File: src/rtl/core/lfsm_pkg.sv
// Shared types, constants and the transition table of the lamp fade controller.
// Used by lfsm_ramp and lamp_fade_state_machine in rtl/core; depends on nothing.
package lfsm_pkg;

    localparam int CHANNELS_DEF  = 4;
    localparam int FULL_DUTY_DEF = 31999;

    localparam int FRAC_BITS = 10;
    localparam int TICK_W    = 16;
    localparam int VAL_W     = 16;
    localparam int DUTY_W    = 15;
    localparam int CH_W      = 2;
    localparam int EV_W      = 2;
    localparam int ST_W      = 2;
    localparam int CFG_IDX_W = 2;

    localparam logic [TICK_W-1:0] FADE_RESET = 16'd100;

    localparam logic [CFG_IDX_W-1:0] CFG_FADE_IN  = 2'd0;
    localparam logic [CFG_IDX_W-1:0] CFG_FADE_OUT = 2'd1;

    localparam logic [EV_W-1:0] EV_NONE  = 2'd0;
    localparam logic [EV_W-1:0] EV_SHORT = 2'd1;
    localparam logic [EV_W-1:0] EV_LONG  = 2'd2;

    typedef enum logic [ST_W-1:0] {
        ST_OFF  = 2'd0,
        ST_FIN  = 2'd1,
        ST_ON   = 2'd2,
        ST_FOUT = 2'd3
    } lamp_st_t;

    typedef struct packed {
        logic     go;
        lamp_st_t st;
    } trans_t;

    typedef struct packed {
        logic              start;
        logic [TICK_W-1:0] ticks;
        logic [TICK_W-1:0] count;
    } ramp_req_t;

    typedef struct packed {
        logic             done;
        logic [VAL_W-1:0] value;
    } ramp_rsp_t;

    function automatic trans_t next_state(lamp_st_t cur, logic [EV_W-1:0] ev);
        trans_t t;
        t.go = 1'b0;
        t.st = cur;
        if (ev == EV_LONG) begin
            t.go = 1'b1;
            t.st = (cur == ST_OFF) ? ST_ON : ST_OFF;
        end else if (ev == EV_SHORT) begin
            if (cur == ST_OFF) begin
                t.go = 1'b1;
                t.st = ST_FIN;
            end else if (cur == ST_ON) begin
                t.go = 1'b1;
                t.st = ST_FOUT;
            end
        end
        return t;
    endfunction

endpackage

File: src/rtl/core/lfsm_ram.sv
// Generic single-port-write, single-port-read RAM with a registered read.
// No dependencies.
module lfsm_ram #(
    parameter int WIDTH = 8,
    parameter int DEPTH = 4,
    localparam int AW = (DEPTH > 1) ? $clog2(DEPTH) : 1
) (
    input  logic             aclk,
    input  logic             we,
    input  logic [AW-1:0]    waddr,
    input  logic [WIDTH-1:0] wdata,
    input  logic             re,
    input  logic [AW-1:0]    raddr,
    output logic [WIDTH-1:0] rdata
);

    logic [WIDTH-1:0] mem [DEPTH];

    always_ff @(posedge aclk) begin
        if (we) begin
            mem[waddr] <= wdata;
        end
        if (re) begin
            rdata <= mem[raddr];
        end
    end

endmodule

File: src/rtl/core/lfsm_ramp.sv
// Ramp unit: restoring divider for the Q10 step, then one multiply by the tick count.
// Depends on lfsm_pkg.
module lfsm_ramp #(
    parameter int FULL_DUTY = lfsm_pkg::FULL_DUTY_DEF
) (
    input  logic                aclk,
    input  logic                aresetn,
    input  lfsm_pkg::ramp_req_t req,
    output lfsm_pkg::ramp_rsp_t rsp
);

    localparam int DW   = $clog2(FULL_DUTY + 1) + lfsm_pkg::FRAC_BITS;
    localparam int PW   = DW + lfsm_pkg::TICK_W;
    localparam int IT_W = $clog2(DW + 1);
    localparam int TW   = lfsm_pkg::TICK_W;
    localparam logic [DW-1:0] DIVIDEND = DW'(FULL_DUTY) << lfsm_pkg::FRAC_BITS;

    typedef enum logic [3:0] {
        R_IDLE = 4'b0001,
        R_DIV  = 4'b0010,
        R_MUL  = 4'b0100,
        R_DONE = 4'b1000
    } ramp_fsm_t;

    ramp_fsm_t         state_reg, state_next;
    logic [DW-1:0]     quo_reg;
    logic [TW-1:0]     rem_reg;
    logic [TW-1:0]     div_reg;
    logic [TW-1:0]     cnt_reg;
    logic [IT_W-1:0]   it_reg;
    logic [PW-1:0]     prod_reg;
    logic [TW:0]       rem_sh;
    logic              fits;

    assign rem_sh = {rem_reg, quo_reg[DW-1]};
    assign fits   = (rem_sh >= {1'b0, div_reg});

    always_comb begin
        state_next = state_reg;
        unique case (state_reg)
            R_IDLE: if (req.start) state_next = R_DIV;
            R_DIV:  if (it_reg == IT_W'(1)) state_next = R_MUL;
            R_MUL:  state_next = R_DONE;
            R_DONE: state_next = R_IDLE;
            default: state_next = R_IDLE;
        endcase
    end

    always_ff @(posedge aclk) begin
        if (!aresetn) begin
            state_reg <= R_IDLE;
        end else begin
            state_reg <= state_next;
        end
    end

    always_ff @(posedge aclk) begin
        if (state_reg == R_IDLE && req.start) begin
            quo_reg <= DIVIDEND;
            rem_reg <= '0;
            div_reg <= req.ticks;
            cnt_reg <= req.count;
            it_reg  <= IT_W'(DW);
        end else if (state_reg == R_DIV) begin
            quo_reg <= {quo_reg[DW-2:0], fits};
            rem_reg <= fits ? TW'(rem_sh - {1'b0, div_reg}) : TW'(rem_sh);
            it_reg  <= it_reg - IT_W'(1);
        end
        if (state_reg == R_MUL) begin
            prod_reg <= PW'(quo_reg) * PW'(cnt_reg);
        end
    end

    assign rsp.done  = (state_reg == R_DONE);
    assign rsp.value = prod_reg[lfsm_pkg::FRAC_BITS +: lfsm_pkg::VAL_W];

endmodule

File: src/rtl/core/lamp_fade_state_machine.sv
// Top level of the lamp fade controller: per-channel state in a RAM, control FSM,
// result buffer and configuration registers. Depends on lfsm_pkg, lfsm_ram, lfsm_ramp.
//
//   Channel  | Handshake          | Payload
//   ---------+--------------------+--------------------------------------
//   input    | s_valid / s_ready  | s_channel, s_button_event
//   result   | m_valid / m_ready  | m_out_channel, m_duty, m_last_of_run
//   config   | cfg_valid/cfg_ready| cfg_index, cfg_data
//
// A tick without a fade passes from transfer through C_EVAL to write-back in C_EMIT;
// a fading tick also waits in C_RAMP for the bit-serial divider, which yields
// DW = clog2(FULL_DUTY + 1) + 10 quotient bits, and for the multiply.
// Reset clears the FSM, the result buffer and the per-channel valid bits, so every
// channel reads as off with a zero count. Results wait in a two-entry buffer; a new
// tick can be taken while they drain, and write-back waits until the buffer is empty.
module lamp_fade_state_machine #(
    parameter int CHANNELS  = lfsm_pkg::CHANNELS_DEF,
    parameter int FULL_DUTY = lfsm_pkg::FULL_DUTY_DEF
) (
    input  logic                           aclk,
    input  logic                           aresetn,
    input  logic                           s_valid,
    output logic                           s_ready,
    input  logic [lfsm_pkg::CH_W-1:0]      s_channel,
    input  logic [lfsm_pkg::EV_W-1:0]      s_button_event,
    output logic                           m_valid,
    input  logic                           m_ready,
    output logic [lfsm_pkg::CH_W-1:0]      m_out_channel,
    output logic [lfsm_pkg::DUTY_W-1:0]    m_duty,
    output logic                           m_last_of_run,
    input  logic                           cfg_valid,
    output logic                           cfg_ready,
    input  logic [lfsm_pkg::CFG_IDX_W-1:0] cfg_index,
    input  logic [lfsm_pkg::TICK_W-1:0]    cfg_data
);

    localparam int AW    = (CHANNELS > 1) ? $clog2(CHANNELS) : 1;
    localparam int TW    = lfsm_pkg::TICK_W;
    localparam int VW    = lfsm_pkg::VAL_W;
    localparam int DW    = lfsm_pkg::DUTY_W;
    localparam int MEM_W = lfsm_pkg::ST_W + TW;
    localparam logic [VW-1:0] FULL_V = VW'(FULL_DUTY);
    localparam logic [DW-1:0] FULL_D = DW'(FULL_DUTY);

    typedef enum logic [3:0] {
        C_IDLE = 4'b0001,
        C_EVAL = 4'b0010,
        C_RAMP = 4'b0100,
        C_EMIT = 4'b1000
    } ctl_fsm_t;

    ctl_fsm_t               state_reg, state_next;
    logic [TW-1:0]          fade_in_reg, fade_out_reg;
    logic [AW-1:0]          addr_reg;
    logic [lfsm_pkg::CH_W-1:0] ch_reg;
    logic [lfsm_pkg::EV_W-1:0] ev_reg;
    logic [CHANNELS-1:0]    valid_reg;
    lfsm_pkg::lamp_st_t     st_reg;
    logic [TW-1:0]          cnt_reg;
    logic [1:0]             nres_reg;
    logic [DW-1:0]          d0_reg, d1_reg;
    logic                   fout_reg;
    logic [1:0]             buf_cnt_reg;
    logic [DW-1:0]          buf0_reg, buf1_reg;
    logic [lfsm_pkg::CH_W-1:0] buf_ch_reg;

    logic                   in_xfer, in_range, out_xfer;
    logic                   ram_we;
    logic [MEM_W-1:0]       ram_rdata;
    lfsm_pkg::ramp_req_t    req;
    lfsm_pkg::ramp_rsp_t    rsp;

    lfsm_pkg::lamp_st_t     cur_st, st1;
    logic [TW-1:0]          cur_cnt, cnt1, inc;
    lfsm_pkg::trans_t       tr;
    logic [1:0]             nres;
    logic [DW-1:0]          d0;
    logic                   need_ramp, fout;
    logic [TW-1:0]          ticks;
    logic [DW-1:0]          ramp_duty;

    assign s_ready   = (state_reg == C_IDLE);
    assign cfg_ready = 1'b1;
    assign in_xfer   = s_valid && s_ready;
    assign in_range  = (32'(s_channel) < CHANNELS);
    assign out_xfer  = m_valid && m_ready;
    assign ram_we    = (state_reg == C_EMIT) && (buf_cnt_reg == 2'd0);

    lfsm_ram #(
        .WIDTH(MEM_W),
        .DEPTH(CHANNELS)
    ) u_state_ram (
        .aclk (aclk),
        .we   (ram_we),
        .waddr(addr_reg),
        .wdata({st_reg, cnt_reg}),
        .re   (in_xfer),
        .raddr(AW'(s_channel)),
        .rdata(ram_rdata)
    );

    lfsm_ramp #(
        .FULL_DUTY(FULL_DUTY)
    ) u_ramp (
        .aclk   (aclk),
        .aresetn(aresetn),
        .req    (req),
        .rsp    (rsp)
    );

    always_comb begin
        cur_st    = valid_reg[addr_reg] ? lfsm_pkg::lamp_st_t'(ram_rdata[TW +: lfsm_pkg::ST_W])
                                        : lfsm_pkg::ST_OFF;
        cur_cnt   = valid_reg[addr_reg] ? ram_rdata[TW-1:0] : '0;
        tr        = lfsm_pkg::next_state(cur_st, ev_reg);
        st1       = cur_st;
        cnt1      = cur_cnt;
        nres      = 2'd0;
        d0        = '0;
        need_ramp = 1'b0;
        fout      = 1'b0;
        ticks     = fade_in_reg;
        if (tr.go) begin
            if (cur_st == lfsm_pkg::ST_FIN) begin
                cnt1 = '0;
            end
            if (cur_st == lfsm_pkg::ST_FOUT) begin
                nres = 2'd1;
            end
            st1 = tr.st;
            if (tr.st == lfsm_pkg::ST_OFF) begin
                nres = nres + 2'd1;
            end else if (tr.st == lfsm_pkg::ST_ON) begin
                nres = 2'd1;
                d0   = FULL_D;
            end else begin
                cnt1 = '0;
            end
        end
        inc = (cnt1 == '1) ? cnt1 : cnt1 + TW'(1);
        if (st1 == lfsm_pkg::ST_FIN) begin
            nres = 2'd1;
            if (inc >= fade_in_reg) begin
                st1  = lfsm_pkg::ST_ON;
                cnt1 = '0;
                d0   = FULL_D;
            end else begin
                cnt1      = inc;
                need_ramp = 1'b1;
            end
        end else if (st1 == lfsm_pkg::ST_FOUT) begin
            cnt1 = inc;
            if (inc >= fade_out_reg) begin
                st1  = lfsm_pkg::ST_OFF;
                nres = 2'd2;
            end else begin
                nres      = 2'd1;
                need_ramp = 1'b1;
                fout      = 1'b1;
                ticks     = fade_out_reg;
            end
        end
    end

    assign req.start = (state_reg == C_EVAL) && need_ramp;
    assign req.ticks = ticks;
    assign req.count = cnt1;

    always_comb begin
        if (!fout_reg) begin
            ramp_duty = rsp.value[DW-1:0];
        end else if (rsp.value < FULL_V) begin
            ramp_duty = DW'(FULL_V - rsp.value);
        end else begin
            ramp_duty = '0;
        end
    end

    always_comb begin
        state_next = state_reg;
        unique case (state_reg)
            C_IDLE: if (in_xfer && in_range) state_next = C_EVAL;
            C_EVAL: state_next = need_ramp ? C_RAMP : C_EMIT;
            C_RAMP: if (rsp.done) state_next = C_EMIT;
            C_EMIT: if (buf_cnt_reg == 2'd0) state_next = C_IDLE;
            default: state_next = C_IDLE;
        endcase
    end

    always_ff @(posedge aclk) begin
        if (!aresetn) begin
            state_reg    <= C_IDLE;
            valid_reg    <= '0;
            buf_cnt_reg  <= 2'd0;
            fade_in_reg  <= lfsm_pkg::FADE_RESET;
            fade_out_reg <= lfsm_pkg::FADE_RESET;
        end else begin
            state_reg <= state_next;
            if (cfg_valid && cfg_ready) begin
                unique case (cfg_index)
                    lfsm_pkg::CFG_FADE_IN:  fade_in_reg  <= cfg_data;
                    lfsm_pkg::CFG_FADE_OUT: fade_out_reg <= cfg_data;
                    default: ;
                endcase
            end
            if (ram_we) begin
                valid_reg[addr_reg] <= 1'b1;
                buf_cnt_reg         <= nres_reg;
            end else if (out_xfer) begin
                buf_cnt_reg <= buf_cnt_reg - 2'd1;
            end
        end
    end

    always_ff @(posedge aclk) begin
        if (in_xfer) begin
            addr_reg <= AW'(s_channel);
            ch_reg   <= s_channel;
            ev_reg   <= s_button_event;
        end
        if (state_reg == C_EVAL) begin
            st_reg   <= st1;
            cnt_reg  <= cnt1;
            nres_reg <= nres;
            d0_reg   <= d0;
            d1_reg   <= '0;
            fout_reg <= fout;
        end
        if (state_reg == C_RAMP && rsp.done) begin
            d0_reg <= ramp_duty;
        end
        if (ram_we) begin
            buf0_reg   <= d0_reg;
            buf1_reg   <= d1_reg;
            buf_ch_reg <= ch_reg;
        end else if (out_xfer) begin
            buf0_reg <= buf1_reg;
        end
    end

    assign m_valid       = (buf_cnt_reg != 2'd0);
    assign m_out_channel = buf_ch_reg;
    assign m_duty        = buf0_reg;
    assign m_last_of_run = (buf_cnt_reg == 2'd1);

    a_buf_bound: assert property (@(posedge aclk) disable iff (!aresetn)
        buf_cnt_reg != 2'd3)
        else $error("result buffer count out of range");

    a_ramp_owner: assert property (@(posedge aclk) disable iff (!aresetn)
        rsp.done |-> state_reg == C_RAMP)
        else $error("ramp result outside the ramp wait");

    a_wb_results: assert property (@(posedge aclk) disable iff (!aresetn)
        (ram_we && nres_reg != 2'd0) |=> m_valid)
        else $error("write-back with results left the buffer empty");

    a_duty_bound: assert property (@(posedge aclk) disable iff (!aresetn)
        m_valid |-> VW'(m_duty) <= FULL_V)
        else $error("duty above full scale");

endmodule

File: config.mk
export PLATFORM = sky130hd
export DESIGN_NAME = lamp_fade_state_machine
export DESIGN_NICKNAME = d
export VERILOG_FILES = /design/src/rtl/core/lfsm_pkg.sv /design/src/rtl/core/lfsm_ram.sv /design/src/rtl/core/lfsm_ramp.sv /design/src/rtl/core/lamp_fade_state_machine.sv
export SDC_FILE = /design/constraint.sdc
export NUM_CORES = 1
export LEC_CHECK = 0
export BUFFER_PORTS_ARGS = -buffer_cell sky130_fd_sc_hd__buf_2
export CAP_MARGIN = 30
export CORE_AREA = 8 8 229 231
export DETAILED_ROUTE_END_ITERATION = 10
export DIE_AREA = 0 0 237 239
export PLACE_DENSITY = 0.66
export SYNTH_ARGS = -nofsm -noshare
export SYNTH_HDL_FRONTEND = slang
export SYNTH_HIERARCHICAL = 1
export SYNTH_SLANG_ARGS = --single-unit
File: constraint.sdc
create_clock -name aclk -period 10.2 [get_ports aclk]
set_input_delay 0.51 -clock aclk [delete_from_list [all_inputs] [get_ports aclk]]
set_output_delay 0.51 -clock aclk [all_outputs]
set_load 0.05 [all_outputs]
==> impl_results.md <==
* Row Count at 81
* Kind of critical path: reg -> reg
* Synthesized Nets at around 2500
* Hold Startpoint: s_button_event[1]
* HPWL Detailed at 38100 µm
* Ant. Diodes at 0
* Share of the yosys chip area belonging to registers at 35.5%
* Total congestion overflow at 0
* DR iter-0 viols at about 860
* CP arrival at 8.05 ns
* Routed Antenna Nets at 0
* GP Congestion at 0.881
* Startpoint types: flip-flop
* Initial antenna violation count at 0
* Vias in the first global route at 15600
* CP startpoint: ch_reg[0]
* Final worst setup slack at 2.67 ns
* H-tree depth at 1
* Share of post-route cells with drive strength above 1 at 7.63%
* Reg area at between 7000 and 8000 µm²
* Final setup TNS at 0 ns
* Period utilization at 73.8%
* Outcome: complete, no violations
* Synthesized area at 21700 µm²
* Largest register FFs at 72
* Initial core utilization at 44.7%
* Hold Fails Final Rpt at 0
* First-pass GRT wire length at around 85000 µm
* Vias at 14800
* Post-place setup slack at 2.70 ns
* Distinct cell type count after synthesis at 91
* Finished Layout Cells at 2759
* Chip width at 237 µm
* Max frequency at approximately 0.13 GHz
* CP max stage delay at between 0.7 and 0.8 ns
* Area post-placement at 22500 µm²
* Hold/Removal Path Class: in -> reg
* Req. time, crit path at 10.71 ns
* Syn_area_per_cell at 10.3 µm²
* Worst vdd ir at roughly 0.00022 V
* # hold bufs at CTS at 0
* Area delta synth->final at 8.82%
* TritonCTS Buffers at 30
* Post-CTS Setup Repair Bufs at 0
* #FFs+latches synth at 287
* Pins Over Slew Limit at 0
* Die area at 56600 µm²
* FF-to-FF Start: ch_reg[0]
* CP max stage cell: clkinv_1
* Static leakage at between 9 and 10 nW
* Hold Slack at about 0.15 ns
* Post-route cell area at 23600 µm²
* Worst relative slew slack at 32.5%
* Longest Clk Path Bufs at 3
* Overall Power at ~4.9 mW
* Final Core Density at between 40 and 50%
* Synth warn at 6
* Port Buf Inserts at 46
* Vias per inst at between 5 and 6
* Max Fanout on Critical Path at 27
* Wirelength per Cell at approximately 19 µm
* Clk root buf: clkbuf_16
* Worst Max-Slew Pin Slew at around 1.0 ns
* CTS resizes at 0
* Gr usage total at 18.7%
* Router iterations before antenna repair at 5
* Clk slew on worst S/H paths at 0.06 ns
* CTS tree: done
* Setup-failing EPs final at 0
* Async SR Flop Fraction at 0%
* Tmin final at 7.53 ns
* Fillers at 4373
* Most common flop cell mapped by yosys: edfxtp_1
* # IOs at 48
* Pwr Density at between 200 and 250 nW/µm²
* Synth Instances at 2112
* Largest net degree at the start of global routing at 61
* Post-synth EDFFs at 195
* DP Cell Count at approximately 2700
* Die Height at 239 µm
* Clk_lat worst skew at approximately 0.57 ns
* Area of the multi-input gates at 12300 µm²
* Clock skew at 0.0121 ns
* TritonCTS sink count at between 200 and 300
* Max-cap violations at 0
* Final net count at 2470
* Detailed Route WL at 52100 µm
* RSZ-0062 raised after global routing: no
* CP Capture Type: flip-flop
* Core ar. at 48500 µm²
* DRC viols at 0
## layout make-up
type | instances | share of cell area (%)
Clock buffer | 39 | 3.45
Multi-Input combinational cell | 1400 | 52.2
Sequential cell | 287 | 32.6
Clock inverter | 17 | 0.795
Tap cell | 622 | 3.30
Inverter | 322 | 5.12
Timing Repair Buffer | 72 | 2.50
## synth_stat cells (5+ instances only)
cell type	count	area, µm²
a21boi_0	28	210
nand2_1	351	1320
buf_6	7	78.8
clkbuf_1	83	312
nor3b_1	6	45.0
nand4_1	15	93.8
a211oi_1	9	67.6
xor2_1	18	158
o211ai_1	18	135
nand2b_1	8	50.1
or3_1	9	56.3
edfxtp_1	195	5860
a31oi_1	5	31.3
nor3_1	15	75.1
ha_1	110	1380
and2_1	131	820
mux2i_1	30	300
o22ai_1	13	81.3
o2111ai_1	5	43.8
nand3_1	35	175
a21oi_1	59	295
a21o_1	10	75.1
dfxtp_1	92	1840
nand3b_1	7	52.6
inv_1	321	1200
o21ai_1	9	45.0
fa_1	220	4400
xnor2_1	56	490
o21ai_0	48	240
nor2_1	55	206
mux4_1	8	210
nor2b_1	11	68.8
mux4_2	11	248
buf_2	7	35.0
and3_1	9	56.3
o21a_1	7	52.6
## placed cells by master (no fill, tap or decap), types with 35 or more instances in the layout
cell / Yosys / final
a21oi_1: 59 / 59
and2_1: 131 / 131
buf_2: 7 / 46
dfxtp_1: 92 / 92
edfxtp_1: 195 / 195
fa_1: 220 / 220
ha_1: 110 / 110
inv_1: 321 / 321
nand2_1: 351 / 351
nand3_1: 35 / 35
nor2_1: 55 / 55
o21ai_0: 48 / 48
xnor2_1: 56 / 56
## report_power, final
part / internal, mW / switching [mW] / leakage, nW
registers: 1.41 / 0.151 / 2.56
logic: 0.924 / 1.31 / 6.69
clock network: 0.622 / 0.463 / 0.480
total: 2.95 / 1.92 / 9.73
## per-layer routing
metal / GRT usage [%] / part of all wire, % / up-vias
met5: 0 / 0 / -
met4: 6.12 / 3.2 / 0
met3: 2.70 / 4.5 / 112
met2: 33.2 / 51 / 384
met1: 23.2 / 42 / 7373
li1: - / - / 6924
## logic make-up after synthesis
| family | after synthesis | synth area share, % |
|---|---|---|
| buf+inv | 425 | 7.76 |
| compound gates | 263 | 8.32 |
| flops | 287 | 35.5 |
| other cells | 1 | 0.0173 |
| fa+ha+maj | 330 | 26.7 |
| xor+xnor | 74 | 2.99 |
| simple gates | 681 | 15.2 |
| mux | 51 | 3.60 |
## worst paths after layout
| kind | slack (ns) | cells past startpoint | endpoint |
|---|---|---|---|
| max | 2.67 | 25 | u_ramp/rem_reg[11] |
| min | 0.15 | 1 | ev_reg[1] |
| max reg2reg | 2.67 | 25 | u_ramp/rem_reg[11] |
| min reg2reg | 0.46 | 2 | u_ramp/rem_reg[15] |
## critical path, delay by kind of cell (launching register included)
family,cells,cell delay (ns)
muxes,1,0.51
and+or+nand+nor,12,2.83
xor gates and xnor gates,1,0.18
AOI/OAI and AO/OA,6,1.39
adders and majority gates,2,0.65
buffers and inverters,3,1.37
DFF,1,0.52
Note: power is estimated with default switching activity, not from simulation.
